`src/rtl/inverse_square_potential_gradient_core_assert.svh`:
```
// Assertion macros for the inverse-square potential gradient core.
// Used by the top level only; expands to nothing when SYNTHESIS is defined.
`ifndef INVERSE_SQUARE_POTENTIAL_GRADIENT_CORE_ASSERT_SVH
`define INVERSE_SQUARE_POTENTIAL_GRADIENT_CORE_ASSERT_SVH
`ifndef SYNTHESIS
`define ISQG_ASSERT_NEVER(lbl, expr) \
    lbl: assert property (@(posedge i_clk) disable iff (!i_rst_n) !(expr)) \
        else $error("isqg: forbidden condition");
`define ISQG_ASSERT_IMPLY(lbl, ante, cons) \
    lbl: assert property (@(posedge i_clk) disable iff (!i_rst_n) (ante) |-> (cons)) \
        else $error("isqg: implication failed");
`else
`define ISQG_ASSERT_NEVER(lbl, expr)
`define ISQG_ASSERT_IMPLY(lbl, ante, cons)
`endif
`endif

```
`src/rtl/isqg_pkg.sv`:
```
// Shared types and constants of the inverse-square potential gradient core.
// No dependencies.
`default_nettype none
package isqg_pkg;
    localparam int FRAC_BITS = 16;
    localparam int DIV_STEPS = 32 + 2 * FRAC_BITS;
    localparam int QUO_W     = 47;
    localparam int ACC_W     = QUO_W + 8;
    localparam int GNUM_W    = 33 + FRAC_BITS - 1;
    localparam int GCNT_W    = $clog2(GNUM_W);
    localparam int NUM_POINTS = 7;

    localparam logic OP_WRITE = 1'b0;
    localparam logic OP_QUERY = 1'b1;

    localparam logic [2:0] PT_CENTER = 3'd0;
    localparam logic [2:0] PT_XP     = 3'd1;
    localparam logic [2:0] PT_XM     = 3'd2;
    localparam logic [2:0] PT_YP     = 3'd3;
    localparam logic [2:0] PT_YM     = 3'd4;
    localparam logic [2:0] PT_ZP     = 3'd5;
    localparam logic [2:0] PT_ZM     = 3'd6;

    typedef enum logic [1:0] {
        CFG_ACTIVE   = 2'd0,
        CFG_STEP     = 2'd1,
        CFG_MIN_DIST = 2'd2
    } t_cfg_idx;

    typedef enum logic [2:0] {
        S_IDLE, S_ISSUE, S_DRAIN, S_GSTART, S_GWAIT, S_FINISH
    } t_state;

    typedef struct packed {
        logic        valid;
        logic [2:0]  pt;
        logic        last;
        logic        skip;
        logic        neg;
        logic [31:0] mag;
    } t_tag;

    typedef struct packed {
        t_tag              tag;
        logic [63:0]       rem;
        logic [63:0]       den;
        logic [QUO_W-1:0]  quo;
        logic              ovf;
    } t_div;
endpackage
`default_nettype wire

```
`src/rtl/isqg_grad_div.sv`:
```
// Bit-serial divider for the central difference: one quotient bit per cycle.
// Depends on isqg_pkg.
`default_nettype none
module isqg_grad_div (
    input  wire logic              i_clk,
    input  wire logic              i_rst_n,
    input  wire logic              i_start,
    input  wire logic [isqg_pkg::GNUM_W-1:0] i_num,
    input  wire logic [15:0]       i_den,
    output logic                   o_busy,
    output logic                   o_done,
    output logic [isqg_pkg::GNUM_W-1:0] o_quo
);
    import isqg_pkg::*;

    logic [GNUM_W-1:0] r_num;
    logic [GNUM_W-1:0] r_quo;
    logic [15:0]       r_rem;
    logic [15:0]       r_den;
    logic [GCNT_W-1:0] r_cnt;
    logic              r_busy;
    logic              r_done;
    logic [16:0]       w_r2;
    logic [16:0]       w_diff;
    logic              w_ge;

    always_comb begin
        w_r2   = {r_rem, r_num[GNUM_W-1]};
        w_diff = w_r2 - {1'b0, r_den};
        w_ge   = w_r2 >= {1'b0, r_den};
    end

    always_ff @(posedge i_clk) begin
        if (!i_rst_n) begin
            r_busy <= 1'b0;
            r_done <= 1'b0;
        end else begin
            r_done <= !i_start && r_busy && r_cnt == GCNT_W'(GNUM_W - 1);
            if (i_start) begin
                r_busy <= 1'b1;
            end else if (r_busy && r_cnt == GCNT_W'(GNUM_W - 1)) begin
                r_busy <= 1'b0;
            end
        end
    end

    always_ff @(posedge i_clk) begin
        if (i_start) begin
            r_num <= i_num;
            r_den <= i_den;
            r_rem <= '0;
            r_quo <= '0;
            r_cnt <= '0;
        end else if (r_busy) begin
            r_num <= {r_num[GNUM_W-2:0], 1'b0};
            r_rem <= w_ge ? w_diff[15:0] : w_r2[15:0];
            r_quo <= {r_quo[GNUM_W-2:0], w_ge};
            r_cnt <= r_cnt + GCNT_W'(1);
        end
    end

    assign o_busy = r_busy;
    assign o_done = r_done;
    assign o_quo  = r_quo;
endmodule
`default_nettype wire
```
`config.mk`:
```
export PLATFORM = sky130hd
export DESIGN_NAME = isqg_grad_div
export DESIGN_NICKNAME = d
export VERILOG_FILES = /design/src/rtl/inverse_square_potential_gradient_core_assert.svh /design/src/rtl/isqg_pkg.sv /design/src/rtl/isqg_grad_div.sv
export SDC_FILE = /design/constraint.sdc
export NUM_CORES = 1
export LEC_CHECK = 0
export BUFFER_PORTS_ARGS = -buffer_cell sky130_fd_sc_hd__buf_2
export CAP_MARGIN = 20
export CORE_UTILIZATION = 53
export CTS_CLUSTER_SIZE = 14
export DETAILED_ROUTE_END_ITERATION = 12
export PLACE_DENSITY = 0.85
export SKIP_CTS_REPAIR_TIMING = 1
export SLEW_MARGIN = 20
export SYNTH_ARGS = -nofsm -noshare
export SYNTH_HDL_FRONTEND = slang
export SYNTH_SLANG_ARGS = --single-unit
```
`constraint.sdc`:
```
create_clock -name i_clk -period 2.4 [get_ports i_clk]
set_input_delay 0.24 -clock i_clk [delete_from_list [all_inputs] [get_ports i_clk]]
set_output_delay 0.24 -clock i_clk [all_outputs]
set_load 0.005 [all_outputs]
```
==> impl_results.md, run 1 <==
- Outcome: completed
- Leak: 3.29 nW
- Synth Warn #: 0
- Nets: 768
- Final-report hold violation count: 0
- Yosys top cell by area: edfxtp_1
- Final setup fails: 0
- Syn Inst Count: 540
- Area growth syn-to-layout: 24.8%
- TNS Setup: 0 ns
- Int Power: 4.49 mW
- CP peak stage delay: 0.40 ns
- Most numerous cell in the Yosys netlist: nor2_1
- Worst reg2reg path depth: 8
- Power per cell area: 774 nW/um^2
- Top_reg_cell synth: dfxtp_1
- Comb pwr share: 0.141
- Slew Limit Fails: 0
- Max Clk Rate: 442 MHz
- Initial antenna violation count: 1
- Reg2reg end: r_rem[7]$_SDFFE_PP0P_
- Max_slew headroom: 0.582
- First drt pass iteration count: 4
- Clk_skew: 0.00887 ns
- Placer Congestion: 0.874
- Max Cap Viol: 0
- Crit end category: flop
- Wire length per cell: 15.6 um
- Site Rows: 39
- Root Driver: clkbuf_16
- CP delay by family, top: compound AO/OA/AOI/OAI gates
- Sink Count: 136
- Synthesized Nets: 625
- Vias in the first global route: 4709
- Worst Hold Class: in2reg
- Total power: 6.03 mW
- Vias: 4623
- Core area: 11400 um^2
- Period utilisation layout: 0.943
- Register area share after synthesis: 0.540
- CP Max Fanout: 8
- Ports: 117
- Worst skew pair latency: 0.42 ns
- Post-synth EDFFs: 64
- Tmin final: 2.26 ns
- Count of distinct cell types in the synthesized netlist: 56
- Clk pin slew, worst setup/hold paths: 0.06 ns
- Grt total ovfl: 0
- Fraction of layout cells with a size suffix above 1: 0.342
- CTS tree: yes
- HPWL after DPL: 9.32 mm
- Cells along the critical path: inv_1, ha_1, nand4_1, nor2_2, a221o_1, buf_12, o21ai_1, a311oi_2
- FF-to-FF setup slack: 0.14 ns
- Part of the power in registers: 0.442
- FILL cells: 853
- Number of port buffers: 116
- Hold depth: 1
- Worst setup margin: 0.137 ns
- Mean Syn Cell Area: 11.5 um^2
- CP Launch Type: flop
- Worst Path Arrival: 2.60 ns
- Final wirelength: 13.1 mm
- CTS Buf Count: 17
- CTS H-tree lvls: 4
- 1st-iter DRT viols: 205
- Crit path kind: reg2reg
- Largest net degree at the start of global routing: 49
- Syn Std Cell Area: 6230 um^2
- Remaining DRCs: 0
- Top cells by area, synth: edfxtp_1 31%, dfxtp_1 23%, mux2_2 8.5%
- Synth top area share: 0.308
- Die height: 110 um
- Storage element area: 3370 um^2
- Switching Share: 0.255
- Initial core utilization: 0.546
- Hold endpoint: r_den[3]$_DFFE_PP_
- Via density: 5.50
- Critical Path RT: 2.73 ns
- Reg-to-Reg Start: r_den[6]$_DFFE_PP_
- Worst path slowest cell: ha_1
- Multi-input gate area: 2670 um^2
- Top cells by instance count after synthesis: 79 x nor2_1, 72 x dfxtp_1, 64 x edfxtp_1
- Die Wd: 110 um
- Clk pwr share: 0.416
- Clock Path Buffers: 2
- #FFs+latches synth: 136
- Post-synth ARST share: 0
- VDD IR-drop max: 0.722 mV
- Sw Pwr: 1.53 mW
- Gr usage total: 0.226
- Crit path buf inv count: 2
- Die ar.: 12200 um^2
- Worst-Margin Slew: 0.627 ns
- Worst Hold Launch: i_den[3]
- Setup WS pre-CTS: 0.0629 ns
- First-pass GRT wire length: 22.0 mm
- ANT nets after route: 0
[per-layer routing]
layer	vias to the layer above	wire, um	track usage
li1	2268	-	-
met1	2156	5360	0.256
met2	159	6450	0.376
met3	38	947	0.0823
met4	2	329	0.111
met5	-	13	0
[state kept, by name, indices dropped and copies added (netlist names)]
register and flops:
o_quo 48, r_num 48, r_den 16, r_rem 16, r_cnt 6, o_busy 1
o_done 1
[stage by stage]
stage	instances	area (um^2)	hold slack, ns	util
3_5_place_dp	791	7030	0.419	0.615
6_report	840	7780	0.00299	0.682
2_1_floorplan	540	6230	0.339	-
5_1_grt	839	7780	0.000389	0.681
4_1_cts	823	7600	-0.0216	0.665
3_3_place_gp	791	7030	0.419	0.615
[cell families (layout without fill, tap and decap cells)]
kind of cell    Yosys count  after routing  share of synthesized area
simple gates            139            139                      0.101
flops                   136            136                      0.540
mux                      96             96                      0.164
compound gates           86             86                      0.103
buf+inv                  51            207                     0.0361
fa+ha+maj                18             18                     0.0373
xor+xnor                 14             14                     0.0197
other cells               0              1                          0
[placed cells by master (no fill, tap or decap), drive strengths merged, types with 16 or more instances in the layout]
cell type and instances:
ha 17, o21ai 22, buf 138, edfxtp 64, mux2i 49, dfxtp 72, a21oi 16, inv 27
clkbuf 19, nor2 79, mux2 47
[worst max-delay path by stage]
| stage | depth (start not counted) | start | slack (ns) | endpoint |
|---|---|---|---|---|
| floorplan | 9 | r_den[1]$_DFFE_PP_ | 0.28 | r_rem[13]$_SDFFE_PP0P_ |
| global placement | 8 | r_den[12]$_DFFE_PP_ | 0.12 | r_rem[11]$_SDFFE_PP0P_ |
| detailed placement | 8 | r_den[12]$_DFFE_PP_ | 0.06 | r_rem[11]$_SDFFE_PP0P_ |
| CTS | 8 | r_den[12]$_DFFE_PP_ | 0.03 | r_rem[11]$_SDFFE_PP0P_ |
| global route | 9 | r_den[4]$_DFFE_PP_ | -0.004 | r_rem[15]$_SDFFE_PP0P_ |
| finish | 8 | r_den[6]$_DFFE_PP_ | 0.14 | r_rem[7]$_SDFFE_PP0P_ |
[worst register-to-register path, delay by kind of cell, from the launching register on]
| kind | cells | cell delay (ns) |
|---|---|---|
| compound gates | 3 | 0.64 |
| simple gates | 2 | 0.63 |
| fa+ha+maj | 1 | 0.40 |
| flops | 1 | 0.32 |
| buf+inv | 2 | 0.19 |
[area by class of cell]
type	instances	area share
flip-flops and latches	136	0.433
multi-input cells	353	0.343
repair buffers	153	0.117
clock buffers	19	0.0585
well taps	143	0.0230
clock inverters	13	0.0148
inverters	22	0.0106
diodes	1	0.000322
[power by group through the flow]
| stage | clock [mW] | sequential [mW] | combinational [mW] |
|---|---|---|---|
| 2_1_floorplan | 0 | 2.68 | 0.592 |
| 3_3_place_gp | 0 | 2.71 | 0.783 |
| 3_5_place_dp | 0 | 2.71 | 0.810 |
| 4_1_cts | 2.55 | 2.67 | 0.816 |
| 5_1_grt | 2.64 | 2.68 | 0.937 |
| 6_report | 2.51 | 2.67 | 0.852 |
Power figures use the tool's default switching activity.
==> run 2: changes to the inputs <==
--- a/config.mk
+++ b/config.mk
@@ -7,10 +7,11 @@
 export LEC_CHECK = 0
 export BUFFER_PORTS_ARGS = -buffer_cell sky130_fd_sc_hd__buf_2
 export CAP_MARGIN = 20
-export CORE_UTILIZATION = 53
+export CORE_MARGIN = 2
+export CORE_UTILIZATION = 45
 export CTS_CLUSTER_SIZE = 14
 export DETAILED_ROUTE_END_ITERATION = 12
-export PLACE_DENSITY = 0.85
+export PLACE_DENSITY = 0.75
 export SKIP_CTS_REPAIR_TIMING = 1
 export SLEW_MARGIN = 20
 export SYNTH_ARGS = -nofsm -noshare
==> run 2 against run 1 <==
Non-clock buffer count decreased by 4. Clock power increased by 3%. Final cell count grew 3.8%. Power rose by 1.4%. Count of clock-buffer cells in the layout is 9 higher. Wire length rose by 2.9%. Sequential power is essentially flat. Critical endpoint is now r_rem[5]$_SDFFE_PP0P_.
==> impl_results.md, run 2 (same netlist as run 1, synthesis figures left out) <==
- Worst skew pair latency: 0.42 ns
- Hold depth: 1
- Area after DPL: 7080 um^2
- Site Rows: 43
- Reg-to-Reg Start: r_den[15]$_DFFE_PP_
- Post-route cell area: 7880 um^2
- Root Driver: clkbuf_16
- Via density: 5.27
- FILL cells: 1188
- Hold WS: 0.00927 ns
- HPWL after DPL: 9.28 mm
- Placer Congestion: 0.891
- ANT nets after route: 0
- Most frequent cells in the layout: 115 x buf_2, 77 x nor2_1, 71 x dfxtp_1
- Core area: 13700 um^2
- Number of port buffers: 116
- Max_slew headroom: 0.491
- Wire length per cell: 15.5 um
- Fraction of layout cells with a size suffix above 1: 0.341
- Gr usage total: 0.192
- Area growth syn-to-layout: 26.4%
- Ports: 117
- Nets: 764
- Storage element area: 3370 um^2
- Tmin final: 2.25 ns
- Max Clk Rate: 444 MHz
- Worst-Margin Slew: 0.763 ns
- Sink Count: 136
- Grt total ovfl: 0
- Worst setup margin: 0.150 ns
- Final-report hold violation count: 0
- CP Launch Type: flop
- CTS H-tree lvls: 4
- Crit end category: flop
- Initial core utilization: 0.454
- Remaining DRCs: 0
- Vias in the first global route: 4563
- Die height: 122 um
- Worst Hold Class: in2reg
- Worst Hold Launch: i_den[7]
- Period utilisation layout: 0.937
- Clock Path Buffers: 2
- Total power: 6.11 mW
- Setup WS pre-CTS: 0.0702 ns
- Outcome: completed
- Reg2reg end: r_rem[5]$_SDFFE_PP0P_
- CTS tree: yes
- Largest net degree at the start of global routing: 58
- VDD IR-drop max: 0.587 mV
- Max Cap Viol: 0
- N_diodes: 0
- Die Wd: 122 um
- Clk_skew: 0.0138 ns
- Initial antenna violation count: 1
- Die ar.: 14800 um^2
- CTS Buf Count: 17
- First-pass GRT wire length: 22.2 mm
- Final setup fails: 0
- Worst Path Arrival: 2.56 ns
- Vias: 4594
- Worst reg2reg path depth: 9
- First drt pass iteration count: 4
- 1st-iter DRT viols: 226
- Hold endpoint: r_den[7]$_DFFE_PP_
- Most common cell after layout, fill and taps aside: buf_2
- Clk pin slew, worst setup/hold paths: 0.06 ns
- Slew Limit Fails: 0
- Multi-input gate area: 2700 um^2
- Leak: 3.32 nW
- Critical Path RT: 2.71 ns
- Crit path kind: reg2reg
- Final wirelength: 13.5 mm
- Power per cell area: 776 nW/um^2
- FF-to-FF setup slack: 0.15 ns
- CP Max Fanout: 8
## run 2: cell types whose count changed in the layout (fill, tap and decap cells not counted), moves of 2 or more
| cell | before | now |
|---|---|---|
| clkbuf_16 | 18 | 20 |
| inv_6 | 2 | 0 |
| clkinv_4 | 2 | 0 |
| clkinvlp_4 | 2 | 0 |
| inv_4 | 4 | 2 |
| clkbuf_8 | 0 | 5 |
| clkbuf_1 | 0 | 2 |
| buf_4 | 22 | 18 |
| dlygate4sd3_1 | 15 | 13 |
| buf_12 | 1 | 3 |
## run 2: worst max-delay path, stage by stage, from the launching register on
cell	delay (ns)
edfxtp_1	0.32
inv_1	0.04
ha_1	0.31
inv_2	0.07
or3_1	0.40
nor3_4	0.22
a221o_1	0.30
buf_12	0.15
o21ai_1	0.07
a311oi_1	0.26
## run 2: cell type report
cell class / count / area share
clock inverters: 4 / 0.00286
well taps: 180 / 0.0286
repair buffers: 149 / 0.114
inverters: 22 / 0.0105
clock buffers: 28 / 0.0742
flip-flops and latches: 136 / 0.427
multi-input cells: 353 / 0.342
## run 2: metrics by stage
step	cells	TNS, ns	util
after floorplan	540	0	-
after global placement	826	0	0.516
after detailed placement	826	0	0.516
after CTS	858	0	0.561
after global routing	872	-0.0320	0.574
final	872	0	0.574
## run 2: how the worst max path moves through the flow
| stage | cells past startpoint | start | slack [ns] | to |
|---|---|---|---|---|
| global route | 8 | r_den[6]$_DFFE_PP_ | -0.01 | r_rem[6]$_SDFFE_PP0P_ |
| CTS | 8 | r_den[4]$_DFFE_PP_ | 0.05 | r_rem[1]$_SDFFE_PP0P_ |
| finish | 9 | r_den[15]$_DFFE_PP_ | 0.15 | r_rem[5]$_SDFFE_PP0P_ |
| floorplan | 9 | r_den[1]$_DFFE_PP_ | 0.28 | r_rem[13]$_SDFFE_PP0P_ |
| detailed placement | 8 | r_den[1]$_DFFE_PP_ | 0.07 | r_rem[1]$_SDFFE_PP0P_ |
| global placement | 8 | r_den[1]$_DFFE_PP_ | 0.14 | r_rem[0]$_SDFFE_PP0P_ |
## run 2: report_power, final
| group | internal [mW] | switching, mW | total [mW] |
|---|---|---|---|
| combinational | 0.405 | 0.457 | 0.862 |
| clock | 1.66 | 0.927 | 2.58 |
| sequential | 2.60 | 0.0722 | 2.67 |
| total | 4.66 | 1.46 | 6.11 |
## run 2: routing by layer
layer / global-route usage / share of wire / vias to the layer above
li1: - / - / 2254
met1: 0.232 / 0.43 / 2191
met2: 0.307 / 0.48 / 115
met3: 0.0730 / 0.062 / 32
met4: 0.0876 / 0.024 / 2
met5: 0 / 0.0010 / -
==> run 3: changes to the inputs <==
--- a/config.mk
+++ b/config.mk
@@ -12,6 +12,7 @@
 export CTS_CLUSTER_SIZE = 14
 export DETAILED_ROUTE_END_ITERATION = 12
 export PLACE_DENSITY = 0.75
+export REMOVE_ABC_BUFFERS = 1
 export SKIP_CTS_REPAIR_TIMING = 1
 export SLEW_MARGIN = 20
 export SYNTH_ARGS = -nofsm -noshare
==> run 3 against run 2 <==
Combinational power shrank 3.7%. Die area is the same. Flip-flop and latch count stayed put. Setup slack got worse by 0.013 ns. Count of clock-buffer cells in the layout shrank 7. Fmax fell by 0.59%. Non-clock buffer count rose by 2. Global-route usage fell by 0.40 points. Clock skew rose by 0.0021 ns. First-iteration DRC count rose by 55%. Largest cell class unchanged.
==> impl_results.md, run 3 (same netlist as run 1, synthesis figures left out) <==
- Outcome: completed
- Site Rows: 43
- Unrepaired setup endpoints after global routing: no
- CTS H-tree lvls: 4
- HPWL after DPL: 9.55 mm
- Vias in the first global route: 4584
- Worst Hold Launch: i_den[15]
- Ports: 117
- Total power: 6.11 mW
- Clk pin slew, worst setup/hold paths: 0.06 ns
- Reg-to-Reg Start: r_den[10]$_DFFE_PP_
- Clock Path Buffers: 2
- First drt pass iteration count: 4
- Power per cell area: 778 nW/um^2
- Clk_skew: 0.0158 ns
- Placer Congestion: 0.900
- Sink Count: 136
- Hold depth: 1
- Crit end category: flop
- Grt total ovfl: 0
- Gr usage total: 0.188
- Die height: 122 um
- Most common cell after layout, fill and taps aside: buf_2
- TNS Setup: 0 ns
- CTS Buf Count: 17
- Crit path kind: reg2reg
- Fraction of layout cells with a size suffix above 1: 0.339
- Worst Path Arrival: 2.57 ns
- 1st-iter DRT viols: 350
- CP Launch Type: flop
- Via density: 5.24
- FF-to-FF setup slack: 0.14 ns
- Largest net degree at the start of global routing: 49
- Hold endpoint: r_den[15]$_DFFE_PP_
- Period utilisation layout: 0.943
- Wire length per cell: 15.4 um
- Area growth syn-to-layout: 25.9%
- Final-report hold violation count: 0
- Remaining DRCs: 0
- Worst skew pair latency: 0.42 ns
- CP Max Fanout: 11
- Hold WS: 0.0288 ns
- Post-Layout Cell Count: 874
- Slew Limit Fails: 0
- Number of port buffers: 116
- CTS tree: yes
- VDD IR-drop max: 0.573 mV
- Core area: 13700 um^2
- Most frequent cells in the layout: 115 x buf_2, 78 x nor2_1, 71 x dfxtp_1
- Initial core utilization: 0.454
- Final setup fails: 0
- First-pass GRT wire length: 21.6 mm
- Tmin final: 2.26 ns
- N_diodes: 0
- Worst Hold Class: in2reg
- ANT nets after route: 0
- Reg2reg end: r_rem[15]$_SDFFE_PP0P_
- Root Driver: clkbuf_16
- Critical Path RT: 2.71 ns
- Nets: 766
- Post-Place Cells: 827
- Die Wd: 122 um
- Max Clk Rate: 442 MHz
- Leak: 3.31 nW
- Vias: 4578
- Max Cap Viol: 0
- Final wirelength: 13.5 mm
- Worst-Margin Slew: 0.577 ns
- Max_slew headroom: 0.615
- Die ar.: 14800 um^2
- Worst reg2reg path depth: 8
- Initial antenna violation count: 0
## run 3: cell types whose count changed in the layout (fill, tap and decap cells not counted), sizes merged
cell | before | now
dlygate4sd3 | 13 | 15
clkbuf | 28 | 21
clkinv | 3 | 2
inv | 23 | 31
## run 3: worst max path at each step
stage,endpoint,cells past startpoint,from,slack (ns)
global placement,r_rem[11]$_SDFFE_PP0P_,8,r_den[10]$_DFFE_PP_,0.12
CTS,o_quo[0]$_SDFFE_PP0P_,8,r_den[1]$_DFFE_PP_,0.05
detailed placement,r_rem[11]$_SDFFE_PP0P_,8,r_den[1]$_DFFE_PP_,0.06
floorplan,r_num[0]$_SDFFCE_PN0P_,2,o_busy$_SDFFE_PN0P_,-1.71
finish,r_rem[15]$_SDFFE_PP0P_,8,r_den[10]$_DFFE_PP_,0.14
global route,r_rem[12]$_SDFFE_PP0P_,9,r_den[1]$_DFFE_PP_,0.003
## run 3: layout make-up
class	instances	area, um^2
clock buffers	21	514
well taps	180	225
clock inverters	11	93.8
repair buffers	151	896
inverters	22	82.6
flip-flops and latches	136	3370
fillers	1188	5870
multi-input cells	353	2670
## run 3: per-layer routing
layer  share of wire  vias up  track usage  routed length (um)
li1                -     2254            -                   -
met1            0.43     2181        0.226                5770
met2            0.48      127        0.303                6460
met3           0.082       16       0.0824                1110
met4           0.012        0       0.0675                 157
met5               0        -            0                   0
## run 3: power by group
group,internal [mW],switching [mW],leakage [nW]
Sequential,2.59,0.0696,1.22
Clock,1.57,1.04,0.307
Combinational,0.386,0.444,1.78
## run 3: critical path: stages, from the launching register on
cell      delay [ns]
edfxtp_1        0.33
inv_1           0.04
ha_1            0.41
nand4_2         0.18
or3_1           0.41
o21ai_2         0.11
o21a_4          0.25
nor2_1          0.13
a221oi_1        0.30
## run 3: per-stage QoR
step / setup slack [ns] / util / instance area [um^2]
after detailed placement: 0.0620 / 0.515 / 7070
after global placement: 0.120 / 0.515 / 7070
after floorplan: -1.71 / - / 6090
after global routing: 0.00323 / 0.572 / 7850
after CTS: 0.0474 / 0.559 / 7670
final: 0.137 / 0.572 / 7850
